**src/rtl/core/mia_pkg.sv**
```systemverilog
// ----------------------------------------------------------------------------
// mia_pkg
// Shared types and constants of the multiword integer ALU.
// ----------------------------------------------------------------------------
package mia_pkg;

  localparam int WORD_W    = 32;
  localparam int WORDS_CAP = 16;
  localparam int IDX_W     = 4;
  localparam int ACC_IDX_W = 5;

  typedef enum logic [3:0] {
    CMD_LOAD_A   = 4'd0,
    CMD_LOAD_B   = 4'd1,
    CMD_ADD      = 4'd2,
    CMD_SUB      = 4'd3,
    CMD_MUL      = 4'd4,
    CMD_MUL_WORD = 4'd5,
    CMD_DIV_WORD = 4'd6,
    CMD_COMPARE  = 4'd7,
    CMD_CLEAR    = 4'd8
  } cmd_e_t;

  typedef enum logic [1:0] {
    ST_OK       = 2'd0,
    ST_OVERFLOW = 2'd1,
    ST_INVALID  = 2'd2
  } status_e_t;

  localparam logic [1:0] CMP_LESS    = 2'b11;
  localparam logic [1:0] CMP_EQUAL   = 2'b00;
  localparam logic [1:0] CMP_GREATER = 2'b01;

  typedef enum logic [4:0] {
    DP_NOP,
    DP_LOAD_A,
    DP_LOAD_B,
    DP_CLEAR,
    DP_LATCH,
    DP_SCAN,
    DP_ADD,
    DP_SUB,
    DP_MUL,
    DP_MULW,
    DP_MAC,
    DP_MACW,
    DP_ROWEND,
    DP_DIVLD,
    DP_DIVSTEP,
    DP_DIVST,
    DP_TOP,
    DP_EMIT
  } dp_op_e_t;

  typedef enum logic [4:0] {
    S_IDLE, S_SCAN, S_DISP, S_ADD, S_ADDEND, S_MULP, S_MAC, S_ROWEND,
    S_MWP, S_MWA, S_MWEND, S_DIVLD, S_DIVSTEP, S_DIVST, S_TOP, S_TOPEND,
    S_LOADO, S_WAIT
  } state_e_t;

  typedef struct packed {
    dp_op_e_t             op;
    logic [IDX_W-1:0]     i;     // A word address
    logic [IDX_W-1:0]     j;     // B word address
    logic [ACC_IDX_W-1:0] k;     // accumulator word address
    logic                 swap;  // exchange A and B in add/sub
    logic                 err;   // single error or compare beat
    status_e_t            status;
    logic [1:0]           cmp;
    logic                 neg;
    logic                 last;
  } dp_cmd_t;

  typedef struct packed {
    logic             sa;
    logic             sb;
    logic             mag_gt;
    logic             mag_lt;
    logic             val_zero;
    logic             carry_nz;
    logic [IDX_W-1:0] top;
    logic             any_nz;
    logic             hi_nz;
  } dp_stat_t;

endpackage

```
**src/rtl/core/mia_ctrl.sv**
```systemverilog
// ----------------------------------------------------------------------------
// mia_ctrl
// Sequencer: walks word indexes for each command and drives the datapath.
// ----------------------------------------------------------------------------
module mia_ctrl import mia_pkg::*; #(
  parameter int NUM_WORDS = 16
) (
  input  logic        clk,
  input  logic        rst_n,
  input  logic        in_fire,
  input  logic [3:0]  in_cmd,
  input  logic        out_ready,
  input  dp_stat_t    stat,
  output dp_cmd_t     cmd,
  output logic        in_ready,
  output logic        out_valid
);

  localparam int W  = (NUM_WORDS < WORDS_CAP) ? NUM_WORDS : WORDS_CAP;
  localparam int IW = (W > 1) ? $clog2(W) : 1;
  localparam int AW = IW + 1;

  state_e_t      state_r, state_nxt;
  cmd_e_t        cmd_r, cmd_nxt;
  logic [IW-1:0] i_r, i_nxt, j_r, j_nxt;
  logic [AW-1:0] t_r, t_nxt;
  logic [4:0]    bit_r, bit_nxt;
  logic          sub_r, sub_nxt, swap_r, swap_nxt, neg_r, neg_nxt, err_r, err_nxt;
  status_e_t     st_r, st_nxt;
  logic [1:0]    cmpv_r, cmpv_nxt;
  logic          slt, sgt, is_last;

  always_ff @(posedge clk) begin
    if (!rst_n) begin
      state_r <= S_IDLE;
    end else begin
      state_r <= state_nxt;
    end
    cmd_r  <= cmd_nxt;
    i_r    <= i_nxt;
    j_r    <= j_nxt;
    t_r    <= t_nxt;
    bit_r  <= bit_nxt;
    sub_r  <= sub_nxt;
    swap_r <= swap_nxt;
    neg_r  <= neg_nxt;
    err_r  <= err_nxt;
    st_r   <= st_nxt;
    cmpv_r <= cmpv_nxt;
  end

  assign slt = (stat.sa & ~stat.sb) | (~stat.sa & ~stat.sb & stat.mag_lt) |
               (stat.sa & stat.sb & stat.mag_gt);
  assign sgt = (~stat.sa & stat.sb) | (~stat.sa & ~stat.sb & stat.mag_gt) |
               (stat.sa & stat.sb & stat.mag_lt);
  assign is_last = err_r | (t_r == AW'(stat.top));

  assign in_ready  = rst_n & (state_r == S_IDLE);
  assign out_valid = (state_r == S_WAIT);

  always_comb begin
    state_nxt = state_r;
    cmd_nxt   = cmd_r;
    i_nxt     = i_r;
    j_nxt     = j_r;
    t_nxt     = t_r;
    bit_nxt   = bit_r;
    sub_nxt   = sub_r;
    swap_nxt  = swap_r;
    neg_nxt   = neg_r;
    err_nxt   = err_r;
    st_nxt    = st_r;
    cmpv_nxt  = cmpv_r;
    cmd       = '0;
    cmd.op    = DP_NOP;
    cmd.status = ST_OK;

    unique case (state_r)
      S_IDLE: begin
        if (in_fire) begin
          unique case (cmd_e_t'(in_cmd)) inside
            CMD_LOAD_A: cmd.op = DP_LOAD_A;
            CMD_LOAD_B: cmd.op = DP_LOAD_B;
            CMD_CLEAR:  cmd.op = DP_CLEAR;
            CMD_ADD, CMD_SUB, CMD_MUL, CMD_MUL_WORD, CMD_DIV_WORD, CMD_COMPARE: begin
              cmd.op    = DP_LATCH;
              cmd_nxt   = cmd_e_t'(in_cmd);
              i_nxt     = IW'(W-1);
              state_nxt = S_SCAN;
            end
            default: ;
          endcase
        end
      end
      S_SCAN: begin
        cmd.op = DP_SCAN;
        cmd.i  = IDX_W'(i_r);
        cmd.j  = IDX_W'(i_r);
        i_nxt  = i_r - 1'b1;
        if (i_r == '0) state_nxt = S_DISP;
      end
      S_DISP: begin
        i_nxt    = '0;
        j_nxt    = '0;
        err_nxt  = 1'b0;
        st_nxt   = ST_OK;
        cmpv_nxt = CMP_EQUAL;
        swap_nxt = 1'b0;
        sub_nxt  = 1'b0;
        t_nxt    = '0;
        unique case (cmd_r)
          CMD_ADD: begin
            state_nxt = S_ADD;
            if (stat.sa == stat.sb) begin
              neg_nxt = stat.sa;
            end else if (!stat.mag_lt) begin
              sub_nxt = 1'b1;
              neg_nxt = stat.sa;
            end else begin
              sub_nxt  = 1'b1;
              swap_nxt = 1'b1;
              neg_nxt  = stat.sb;
            end
          end
          CMD_SUB: begin
            neg_nxt = 1'b0;
            if (slt) begin
              err_nxt   = 1'b1;
              st_nxt    = ST_INVALID;
              state_nxt = S_LOADO;
            end else begin
              state_nxt = S_ADD;
              sub_nxt   = (stat.sa == stat.sb);
              swap_nxt  = stat.sa & stat.sb;
            end
          end
          CMD_MUL: begin
            neg_nxt   = stat.sa ^ stat.sb;
            state_nxt = S_MULP;
          end
          CMD_MUL_WORD: begin
            neg_nxt   = stat.sa;
            state_nxt = S_MWP;
          end
          CMD_DIV_WORD: begin
            neg_nxt = stat.sa;
            i_nxt   = IW'(W-1);
            if (stat.val_zero) begin
              err_nxt   = 1'b1;
              st_nxt    = ST_INVALID;
              state_nxt = S_LOADO;
            end else begin
              state_nxt = S_DIVLD;
            end
          end
          default: begin
            err_nxt   = 1'b1;
            cmpv_nxt  = sgt ? CMP_GREATER : (slt ? CMP_LESS : CMP_EQUAL);
            state_nxt = S_LOADO;
          end
        endcase
      end
      S_ADD: begin
        cmd.op   = sub_r ? DP_SUB : DP_ADD;
        cmd.swap = swap_r;
        cmd.i    = IDX_W'(i_r);
        cmd.j    = IDX_W'(i_r);
        cmd.k    = ACC_IDX_W'(i_r);
        i_nxt    = i_r + 1'b1;
        if (i_r == IW'(W-1)) state_nxt = S_ADDEND;
      end
      S_ADDEND: begin
        if (!sub_r && stat.carry_nz) begin
          err_nxt   = 1'b1;
          st_nxt    = ST_OVERFLOW;
          state_nxt = S_LOADO;
        end else begin
          state_nxt = S_TOP;
        end
      end
      S_MULP: begin
        cmd.op    = DP_MUL;
        cmd.i     = IDX_W'(i_r);
        cmd.j     = IDX_W'(j_r);
        state_nxt = S_MAC;
      end
      S_MAC: begin
        cmd.op = DP_MAC;
        cmd.k  = ACC_IDX_W'(AW'(i_r) + AW'(j_r));
        j_nxt  = j_r + 1'b1;
        state_nxt = (j_r == IW'(W-1)) ? S_ROWEND : S_MULP;
      end
      S_ROWEND: begin
        cmd.op = DP_ROWEND;
        cmd.k  = ACC_IDX_W'(AW'(i_r) + AW'(W));
        i_nxt  = i_r + 1'b1;
        j_nxt  = '0;
        state_nxt = (i_r == IW'(W-1)) ? S_TOP : S_MULP;
      end
      S_MWP: begin
        cmd.op    = DP_MULW;
        cmd.i     = IDX_W'(i_r);
        state_nxt = S_MWA;
      end
      S_MWA: begin
        cmd.op = DP_MACW;
        cmd.k  = ACC_IDX_W'(i_r);
        i_nxt  = i_r + 1'b1;
        state_nxt = (i_r == IW'(W-1)) ? S_MWEND : S_MWP;
      end
      S_MWEND: begin
        if (stat.carry_nz) begin
          err_nxt   = 1'b1;
          st_nxt    = ST_OVERFLOW;
          state_nxt = S_LOADO;
        end else begin
          state_nxt = S_TOP;
        end
      end
      S_DIVLD: begin
        cmd.op    = DP_DIVLD;
        cmd.i     = IDX_W'(i_r);
        bit_nxt   = '0;
        state_nxt = S_DIVSTEP;
      end
      S_DIVSTEP: begin
        cmd.op  = DP_DIVSTEP;
        bit_nxt = bit_r + 1'b1;
        if (bit_r == 5'd31) state_nxt = S_DIVST;
      end
      S_DIVST: begin
        cmd.op = DP_DIVST;
        cmd.k  = ACC_IDX_W'(i_r);
        i_nxt  = i_r - 1'b1;
        state_nxt = (i_r == '0) ? S_TOP : S_DIVLD;
      end
      S_TOP: begin
        cmd.op = DP_TOP;
        cmd.k  = ACC_IDX_W'(t_r);
        t_nxt  = t_r + 1'b1;
        if (t_r == AW'(2*W-1)) state_nxt = S_TOPEND;
      end
      S_TOPEND: begin
        t_nxt     = '0;
        state_nxt = S_LOADO;
        if (cmd_r == CMD_MUL && stat.hi_nz) begin
          err_nxt = 1'b1;
          st_nxt  = ST_OVERFLOW;
        end
      end
      S_LOADO: begin
        cmd.op     = DP_EMIT;
        cmd.k      = ACC_IDX_W'(t_r);
        cmd.err    = err_r;
        cmd.status = st_r;
        cmd.cmp    = cmpv_r;
        cmd.neg    = ~err_r & neg_r & stat.any_nz;
        cmd.last   = is_last;
        state_nxt  = S_WAIT;
      end
      S_WAIT: begin
        if (out_ready) begin
          t_nxt     = t_r + 1'b1;
          state_nxt = is_last ? S_IDLE : S_LOADO;
        end
      end
      default: state_nxt = S_IDLE;
    endcase
  end

endmodule

```
**config.mk**
```make
export PLATFORM = sky130hd
export DESIGN_NAME = mia_ctrl
export DESIGN_NICKNAME = d
export VERILOG_FILES = /design/src/rtl/core/mia_pkg.sv /design/src/rtl/core/mia_ctrl.sv
export SDC_FILE = /design/constraint.sdc
export NUM_CORES = 1
export LEC_CHECK = 0
export BUFFER_PORTS_ARGS = -buffer_cell sky130_fd_sc_hd__buf_2
export CORE_ASPECT_RATIO = 0.5
export CORE_UTILIZATION = 35
export CTS_BUF_LIST = sky130_fd_sc_hd__clkbuf_16
export DETAILED_ROUTE_END_ITERATION = 8
export SYNTH_ARGS = -nofsm -noshare
export SYNTH_HDL_FRONTEND = slang
export SYNTH_SLANG_ARGS = --single-unit
export TNS_END_PERCENT = 50
```
**constraint.sdc**
```tcl
create_clock -name clk -period 6.5 [get_ports clk]
set_clock_uncertainty 0.2 [all_clocks]
set_input_delay 1.3 -clock clk [delete_from_list [all_inputs] [get_ports clk]]
set_output_delay 1.3 -clock clk [all_outputs]
set_load 0.01 [all_outputs]
```
==> metrics.txt, run 1 <==
Mapped Cells between 300 and 400; post-route ant nets 0; status complete, no violations; RSZ-0062 raised after global routing no; Worst Hold Class reg2reg; crit end category output port; clock slew at reported path FFs roughly 0.060 ns; Remaining Overflow, GRT 0; DR vias/cell 5.631; dpl hpwl roughly 6300 um; share of cells above drive strength 1 18.62%; Vias 2838; Die Y just under 70 um; Pwr Density 297.4 nW/um^2; Fill cells around 850; leakage power roughly 1.4 nW; Synth Area in Compound Gates 19.67%; CTS resizes 0; yosys warns 0; Mapped Nets slightly below 400; crit-path max FO 3; Residual DRC 0; most used cell, CP buf_2; Worst-Skew Late Latency just under 0.3 ns; max_slew headroom 34.36%; # setup viols final 0; FMAX 252.1 MHz; clk sinks 35; synth unique cells a little under 70; WP data required about 5.0 ns; initial antenna violation count 0; peak supply drop ~0.12 mV; Final Cycle Share about three fifths; area of the die 9086 sq um; Die W roughly 130 um; Arr. time, crit path 2.47 ns; top cells by area, synth edfxtp_1 (30%), ha_1 (6.2%), nor2_1 (5.6%); Final min period 3.966 ns; Synth Area in XOR/XNOR 4.897%; ys async rst share 0%; DR iter-0 viols ~340; Seq. cell area ~1000 sq um; initial core utilization between 30% and 40%; Crit Path Class in2out; CTS HTree Levels 2; Root Driver clkbuf_16; syn_area_per_cell 8.638 sq um; Synth Area in Adders 7.490%; number of enable flip-flop cells after synthesis 30; hold_sp bit_r[0]$_SDFFCE_PN0P_; Nets around 430; max-cap viol count 0; Seq/Total Area, Yosys between 30% and 40%; clock buffer count from CTS 5; crit path cell chain buf_2, nor2_1, nor3b_1, o21ai_0, a2111oi_0, buf_2; cell taking the most area after synthesis edfxtp_1; final hold vios 0; Max clock buf depth 2; slowest CP cell a2111oi_0; FF+latch count, synth 35; mux cell area share after synthesis under 10%; post-synth top area share 29.63%; I/O Pins 48; WL/cell about 17 um; largest family of logic cells by synthesized area simple AND/OR/NAND/NOR gates; final non-filler cell total 504; CTS tree done; RD Place Congestion 0.8678; cell with the most instances after synthesis nor2_1; std cell rows 23; top cells by count, synth nor2_1 (45), edfxtp_1 (30), nand2_1 (26), a21oi_1 (17); CP delay by family, top compound AO/OA/AOI/OAI gates; startpoint class of the critical path input port; drt total wl 8406 um; Post-CTS Setup Inserts 0; worst r2r src state_r[0]$_SDFFE_PN0P_; I/O Buffers 47; DR pass1 iterations 5; Multi-input gate area about 1900 sq um; Final Max Slew Viols 0; slew at the pin closest to its max-slew limit about 0.98 ns; hold_ws 0.3997 ns; Synth Cell Area roughly 3000 sq um; TNS Setup 0 ns; GRT Total Usage between 10% and 20%; Worst Path Buf+Inv 2; final core occ between 40% and 50%; P&R area growth vs syn 16.05%; Worst path max stage delay ~0.42 ns; Core Area approximately 8200 sq um; n_diodes 0; crit path from in_cmd[2]; Inst Count DP between 400 and 500; hold buffer count at CTS 0; Main synth FF type edfxtp_1; vias in the first global route between 2000 and 3000; post-synthesis simple-gate area fraction between 20% and 30%; largest net degree at the start of global routing 38; global-route wire length before repair 12950 um
worst paths after layout:
| path | slack [ns] | cells past startpoint | end |
|---|---|---|---|
| setup / recovery | 2.53 | 6 | cmd[23] |
| hold / removal | 0.40 | 1 | bit_r[0]$_SDFFCE_PN0P_ |
| setup reg to reg | 3.07 | 7 | i_r[3]$_DFFE_PP_ |
| hold reg to reg | 0.40 | 1 | bit_r[0]$_SDFFCE_PN0P_ |
per-layer routing:
layer	wire (um)	GRT usage (%)	vias up
met2	3439	28.24	104
met5	0	0	-
met4	154	7.670	0
met1	4112	26.87	1330
li1	-	-	1389
met3	700	4.667	15
layout make-up:
| type | instances | share of cell area, % |
|---|---|---|
| repair buffers | 51 | 7.518 |
| inverters | 15 | 1.596 |
| multi-input cells | 283 | 53.90 |
| clock buffers | 5 | 3.546 |
| flip-flops and latches | 35 | 28.37 |
| well taps | 112 | 3.972 |
| clock inverters | 3 | 1.099 |
through the flow:
stage               setup slack (ns)  instance area [sq um]  power (W)
floorplan                      2.605                   3040  0.0006470
global placement               2.547                   3364  0.0007691
detailed placement             2.522                   3364  0.0007712
CTS                            2.504                   3528   0.001052
global route                   2.341                   3528   0.001110
finish                         2.534                   3528   0.001049
sequential cells by signal, summed over array words and instances (netlist names):
signal,cells
j_r,4
state_r,5
cmd_r,4
swap_r,1
err_r,1
bit_r,5
i_r,4
t_r,5
cmpv_r,2
st_r,2
sub_r,1
neg_r,1
layout by cell type (no fill, tap or decap), types with 9 or more instances in the layout:
master and n:
a21oi_1 17, and2_1 15, buf_2 47, edfxtp_1 30
ha_1 15, inv_1 12, nand2_1 26, nand2b_1 11
nand3_1 11, nor2_1 45, nor2b_1 14, nor3_1 9
xnor2_1 12
where the power goes:
group	switching [W]	total [W]	internal, W
Combinational	0.000231	0.000416	0.000184
Clock	0.0000983	0.000277	0.000179
Sequential	0.0000693	0.000356	0.000287
Total	0.000399	0.00105	0.000650
kinds of logic after synthesis:
| family | count (synthesis) |
|---|---|
| fa+ha+maj | 17 |
| buf+inv | 34 |
| xor+xnor | 17 |
| flops | 35 |
| compound gates | 81 |
| mux | 5 |
| simple gates | 163 |
(Power assumes the default switching activity.)
==> inputs of run 2 (changes only) <==
Clock period 6.5 ns to 3.27 ns, I/O delays scaled along.
==> metrics.txt, run 2 (synthesis results as in run 1) <==
status complete, no violations; DR iter-0 viols 241 (-30%); hold buffer count at CTS 0 (unchanged); clock power share 25.5% (-0.9 points); Root Driver clkbuf_16; Max clock buf depth 2 (unchanged); vias in the first global route 2607 (+4.0%); max_slew headroom 54.56% (+20 points); final hold vios 0 (unchanged); Die W 133.8 um (unchanged); Remaining Overflow, GRT 0 (unchanged); M1 WL 4156 um (+1.1%); RD Place Congestion 0.9290 (+7.1%); Die Y 67.91 um (unchanged); Core Area 8202 sq um (unchanged); FMAX 333.4 MHz; r2r setup slk 0.62 ns (-2.45 ns); post-route ant nets 0 (unchanged); switching share of power 37.32% (-0.72 points); share of cells above drive strength 1 21.43% (+2.8 points); fin area 3633 sq um (+3.0%); Worst Hold Class in2reg; DR vias/cell 5.562 (-1.2%); crit end category output port; Final Max Slew Viols 0 (unchanged); WL/cell 16.52 um (-0.93%); Residual DRC 0 (unchanged); peak supply drop 0.2536 mV (+120%); most frequent cells in the layout buf_2 (47), nor2_1 (45), edfxtp_1 (30); Logic pwr share 43.9% (+4.3 points); Flop pwr share 30.6% (-3.3 points); startpoint class of the critical path flip-flop; crit path cell chain nor2_1, nand3_1, a21oi_1, a222oi_1, inv_1, buf_2; leakage power 1.478 nW (+5.2%); clock slew at reported path FFs 0.06 ns (about the same); WL met3 726 um (+3.7%); clock buffer count from CTS 5 (unchanged); CTS resizes 0 (unchanged); TNS Setup 0 ns (unchanged); dpl hpwl 6639 um (+5.9%); Final Cycle Share between 90 and 100%; Arr. time, crit path 2.15 ns (-0.32 ns); crit-path max FO 22 (+19); drt total wl 8559 um (+1.8%); Top Registers bit_r x5, state_r x5, t_r x5; largest net degree at the start of global routing 23 (-39%); total power 0.002134 W (+100%); commonest non-fill, non-tap cell in the layout buf_2; Nets 442 (+3.3%); Top Metal Used met4; initial antenna violation count 0 (unchanged); clk sinks 35 (unchanged); area of the die 9086 sq um (unchanged); RSZ-0062 raised after global routing no; CP delay by family, top flip-flops; WP data required 2.42 ns (-2.58 ns); Net Sw Power 0.0007963 W (+100%); final core occ 44.30% (+1.3 points); I/O Pins 48 (unchanged); Post-CTS Setup Inserts 0 (unchanged); slew at the pin closest to its max-slew limit 0.6753 ns (-0.3079 ns); metal2 WL 3580 um (+4.1%); Placement Cell Area 3470 sq um (+3.1%); Crit Path Class reg2out; DR pass1 iterations 5 (unchanged); std cell rows 23 (unchanged); Pwr Density 587.3 nW/um^2 (+97%); P&R area growth vs syn 19.51%; n_diodes 0 (unchanged); slowest CP cell dfxtp_1; GRT Total Usage 19.87% (+0.71 points); CTS tree done; CTS HTree Levels 2 (unchanged); max-cap viol count 0 (unchanged); # setup viols final 0 (unchanged); Worst path max stage delay 0.75 ns (+0.33 ns); Worst-Skew Late Latency 0.28 ns (about the same); Vias 2881 (+1.5%); initial core utilization 37.07% (unchanged); Final min period 3.000 ns; Int Power 0.001338 W (+110%); Worst Path Buf+Inv 2 (unchanged); I/O Buffers 47 (unchanged); global-route wire length before repair 13660 um (+5.5%)
==> run 2: cell types whose count changed in the layout (fill, tap and decap cells not counted), sizes merged <==
cell	delta
buf	+14
==> run 2: power groups by stage <==
stage	clock, W	sequential, W	combinational, W
final	0.000545	0.000653	0.000937
after global routing	0.000569	0.000662	0.00104
after CTS	0.000552	0.000651	0.000936
after detailed placement	0	0.000660	0.000932
after global placement	0	0.000661	0.000931
after floorplan	0	0.000624	0.000662
==> run 2: worst reg2reg max path, stage by stage, from the launching register on <==
cell and delay (ns):
dfxtp_1 0.75, nor2b_1 0.42, nor4b_2 0.11, ha_1 0.29, a21o_2 0.21, a21oi_1 0.16, xnor2_1 0.09, o41ai_1 0.23
==> run 2: metrics by stage <==
stage / hold slack [ns] / instances / setup WS, ns
6_report: 0.3639 / 518 / 0.2704
5_1_grt: 0.3665 / 518 / 0.07819
4_1_cts: 0.3569 / 518 / 0.2975
3_5_place_dp: 0.3807 / 510 / 0.5863
3_3_place_gp: 0.3853 / 510 / 0.6205
2_1_floorplan: 0.3614 / 352 / 0.6035
==> run 2: layout make-up <==
type,count,area (sq um)
multi-input combinational,283,1902
sequential,35,1001
fill,848,4568
clock inverter,3,38.79
clock buffer,5,125.1
tap,112,140.1
timing repair buffer,65,370.4
inverter,15,56.30
==> run 2: worst paths after layout <==
path / from / to / cells after the start
worst min-delay path: in_cmd[1] / cmd_r[1]$_DFFE_PP_ / 1
worst max-delay path: state_r[2]$_SDFFE_PN0P_ / cmd[8] / 6
worst max register to register: state_r[2]$_SDFFE_PN0P_ / i_r[3]$_DFFE_PP_ / 7
worst min register to register: state_r[0]$_SDFFE_PN0P_ / state_r[0]$_SDFFE_PN0P_ / 2
==> run 2: metal layers <==
metal	vias to the layer above	GRT usage (%)
met4	0	5.114
met5	-	0
met2	111	30.38
met1	1341	27.66
met3	10	5.407
li1	1419	-
==> inputs of run 3 (changes only) <==
--- a/config.mk
+++ b/config.mk
@@ -7,5 +7,5 @@
 export LEC_CHECK = 0
 export BUFFER_PORTS_ARGS = -buffer_cell sky130_fd_sc_hd__buf_2
-export CORE_ASPECT_RATIO = 0.5
+export CORE_ASPECT_RATIO = 1.5
 export CORE_UTILIZATION = 35
 export CTS_BUF_LIST = sky130_fd_sc_hd__clkbuf_16
--- a/constraint.sdc
+++ b/constraint.sdc
@@ -3,3 +3,3 @@
 set_input_delay 0.654 -clock clk [delete_from_list [all_inputs] [get_ports clk]]
 set_output_delay 0.654 -clock clk [all_outputs]
-set_load 0.01 [all_outputs]
+set_load 0.005 [all_outputs]
==> metrics.txt, run 3 (synthesis results as in run 1) <==
status complete, no violations; RSZ-0062 raised after global routing no; Top Registers bit_r x5, state_r x5, t_r x5; Final Max Slew Viols 0 (unchanged); fin area 3593 sq um (-1.1%); WL/cell 17.30 um (+4.7%); clock slew at reported path FFs 0.05 ns (about the same); final worst slack 0.2446 ns (-0.02579 ns); I/O Buffers 47 (unchanged); Post-CTS Setup Inserts 0 (unchanged); hold_sp in_cmd[1]; n_diodes 0 (unchanged); CP delay by family, top buffers and inverters; largest net degree at the start of global routing 23 (unchanged); area of the die 9071 sq um (-0.17%); Worst Hold Depth 1 (unchanged); Die Y 116.2 um (+71%); final hold vios 0 (unchanged); slew at the pin closest to its max-slew limit 0.6327 ns (-0.04263 ns); Max clock buf depth 2 (unchanged); clk sinks 35 (unchanged); WP data required 2.42 ns (about the same); commonest non-fill, non-tap cell in the layout buf_2; Remaining Overflow, GRT 0 (unchanged); Hold Path End cmd_r[1]$_DFFE_PP_; Placement Cell Area 3456 sq um (-0.40%); R2R depth 7 (unchanged); Pwr Density 562.6 nW/um^2 (-4.2%); Final Cycle Share 92.52% (+0.79 points); Worst Hold Class in2reg; initial antenna violation count 0 (unchanged); Nets 441 (-0.23%); slowest CP cell dfxtp_1; CTS HTree Levels 2 (unchanged); DR pass1 iterations 5 (unchanged); share of cells above drive strength 1 20.99% (-0.44 points); initial core utilization 36.14% (-0.93 points); clock buffer count from CTS 5 (unchanged); pre-CTS setup slack 0.4770 ns (-0.1094 ns); reg2reg end state_r[2]$_SDFFE_PN0P_; max-cap viol count 0 (unchanged); dpl hpwl 7088 um (+6.8%); GRT Total Usage 20.31% (+0.44 points); Worst Path Buf+Inv 4 (+2); most frequent cells in the layout buf_2 (47), nor2_1 (45), edfxtp_1 (30); Crit Path Class reg2out; global-route wire length before repair 13830 um (+1.2%); crit end category output port; Die W 78.10 um (-42%); vias in the first global route 2731 (+4.8%); DR iter-0 viols 185 (-23%); # setup viols final 0 (unchanged); TNS Setup 0 ns (unchanged); Arr. time, crit path 2.17 ns (+0.02 ns); RD Place Congestion 1.003 (+7.9%); FMAX 330.5 MHz (-0.85%); Vias 2901 (+0.69%); peak supply drop 0.2353 mV (-7.2%); startpoint class of the critical path flip-flop; Worst path max stage delay 0.52 ns (-0.23 ns); leakage power 1.461 nW (-1.2%); max_slew headroom 57.46% (+2.9 points); Core Area 8413 sq um (+2.6%); r2r setup slk 0.81 ns (+0.19 ns); crit path cell chain buf_4, inv_2, nand2_1, a21oi_1, a222oi_1, inv_1, buf_2; Root Driver clkbuf_16; worst r2r src t_r[0]$_SDFFCE_PP0P_; Residual DRC 0 (unchanged); WP depth 7 (+1); final core occ 42.71% (-1.6 points); Worst-Skew Late Latency 0.28 ns (about the same); I/O Pins 48 (unchanged); P&R area growth vs syn 18.19%; Final min period 3.025 ns (+0.02579 ns); DR vias/cell 5.666 (+1.9%); post-route ant nets 0 (unchanged); std cell rows 41 (+78%); CTS tree done; crit-path max FO 21 (-4.5%); drt total wl 8860 um (+3.5%)
## run 3: worst max-delay path by stage
stage	endpoint	slack, ns	start
global route	cmd[9]	0.15	state_r[3]$_SDFFE_PN0P_
CTS	cmd[9]	0.16	state_r[1]$_SDFFE_PN0P_
floorplan	i_r[0]$_DFFE_PP_	0.60	in_cmd[1]
detailed placement	cmd[9]	0.48	state_r[1]$_SDFFE_PN0P_
global placement	cmd[9]	0.54	state_r[1]$_SDFFE_PN0P_
finish	cmd[9]	0.24	state_r[3]$_SDFFE_PN0P_
## run 3: layer usage
metal	global-route usage, %	vias up	wire (um)
met3	3.516	29	365
li1	-	1413	-
met5	0	-	0
met2	35.96	99	4506
met1	22.22	1360	3491
met4	13.46	0	497
## run 3: final cells by class
cell class | count | area (sq um)
inverters | 15 | 56.30
fillers | 892 | 4820
repair buffers | 64 | 362.8
multi-input cells | 283 | 1902
well taps | 107 | 133.9
clock inverters | 3 | 11.26
flip-flops and latches | 35 | 1002
clock buffers | 5 | 125.1
## run 3: power breakdown
part / internal (W) / leakage (nW) / switching (W) / total [W]
clock network: 0.000274 / 0.0701 / 0.000172 / 0.000445
registers: 0.000571 / 0.302 / 0.0000840 / 0.000655
logic: 0.000411 / 1.09 / 0.000511 / 0.000922
## run 3: repair_timing
action                                  4_1_cts  5_1_grt
hold buffers                                  0        0
endpoints found under the setup margin        0        1
resized for setup                             0        1
## run 3: stage by stage
| stage | std cells | power, W | hold slack [ns] |
|---|---|---|---|
| global route | 512 | 0.002154 | 0.3580 |
| CTS | 512 | 0.002027 | 0.3576 |
| floorplan | 352 | 0.001262 | 0.3614 |
| global placement | 504 | 0.001562 | 0.3844 |
| finish | 512 | 0.002022 | 0.3574 |
| detailed placement | 504 | 0.001576 | 0.3874 |
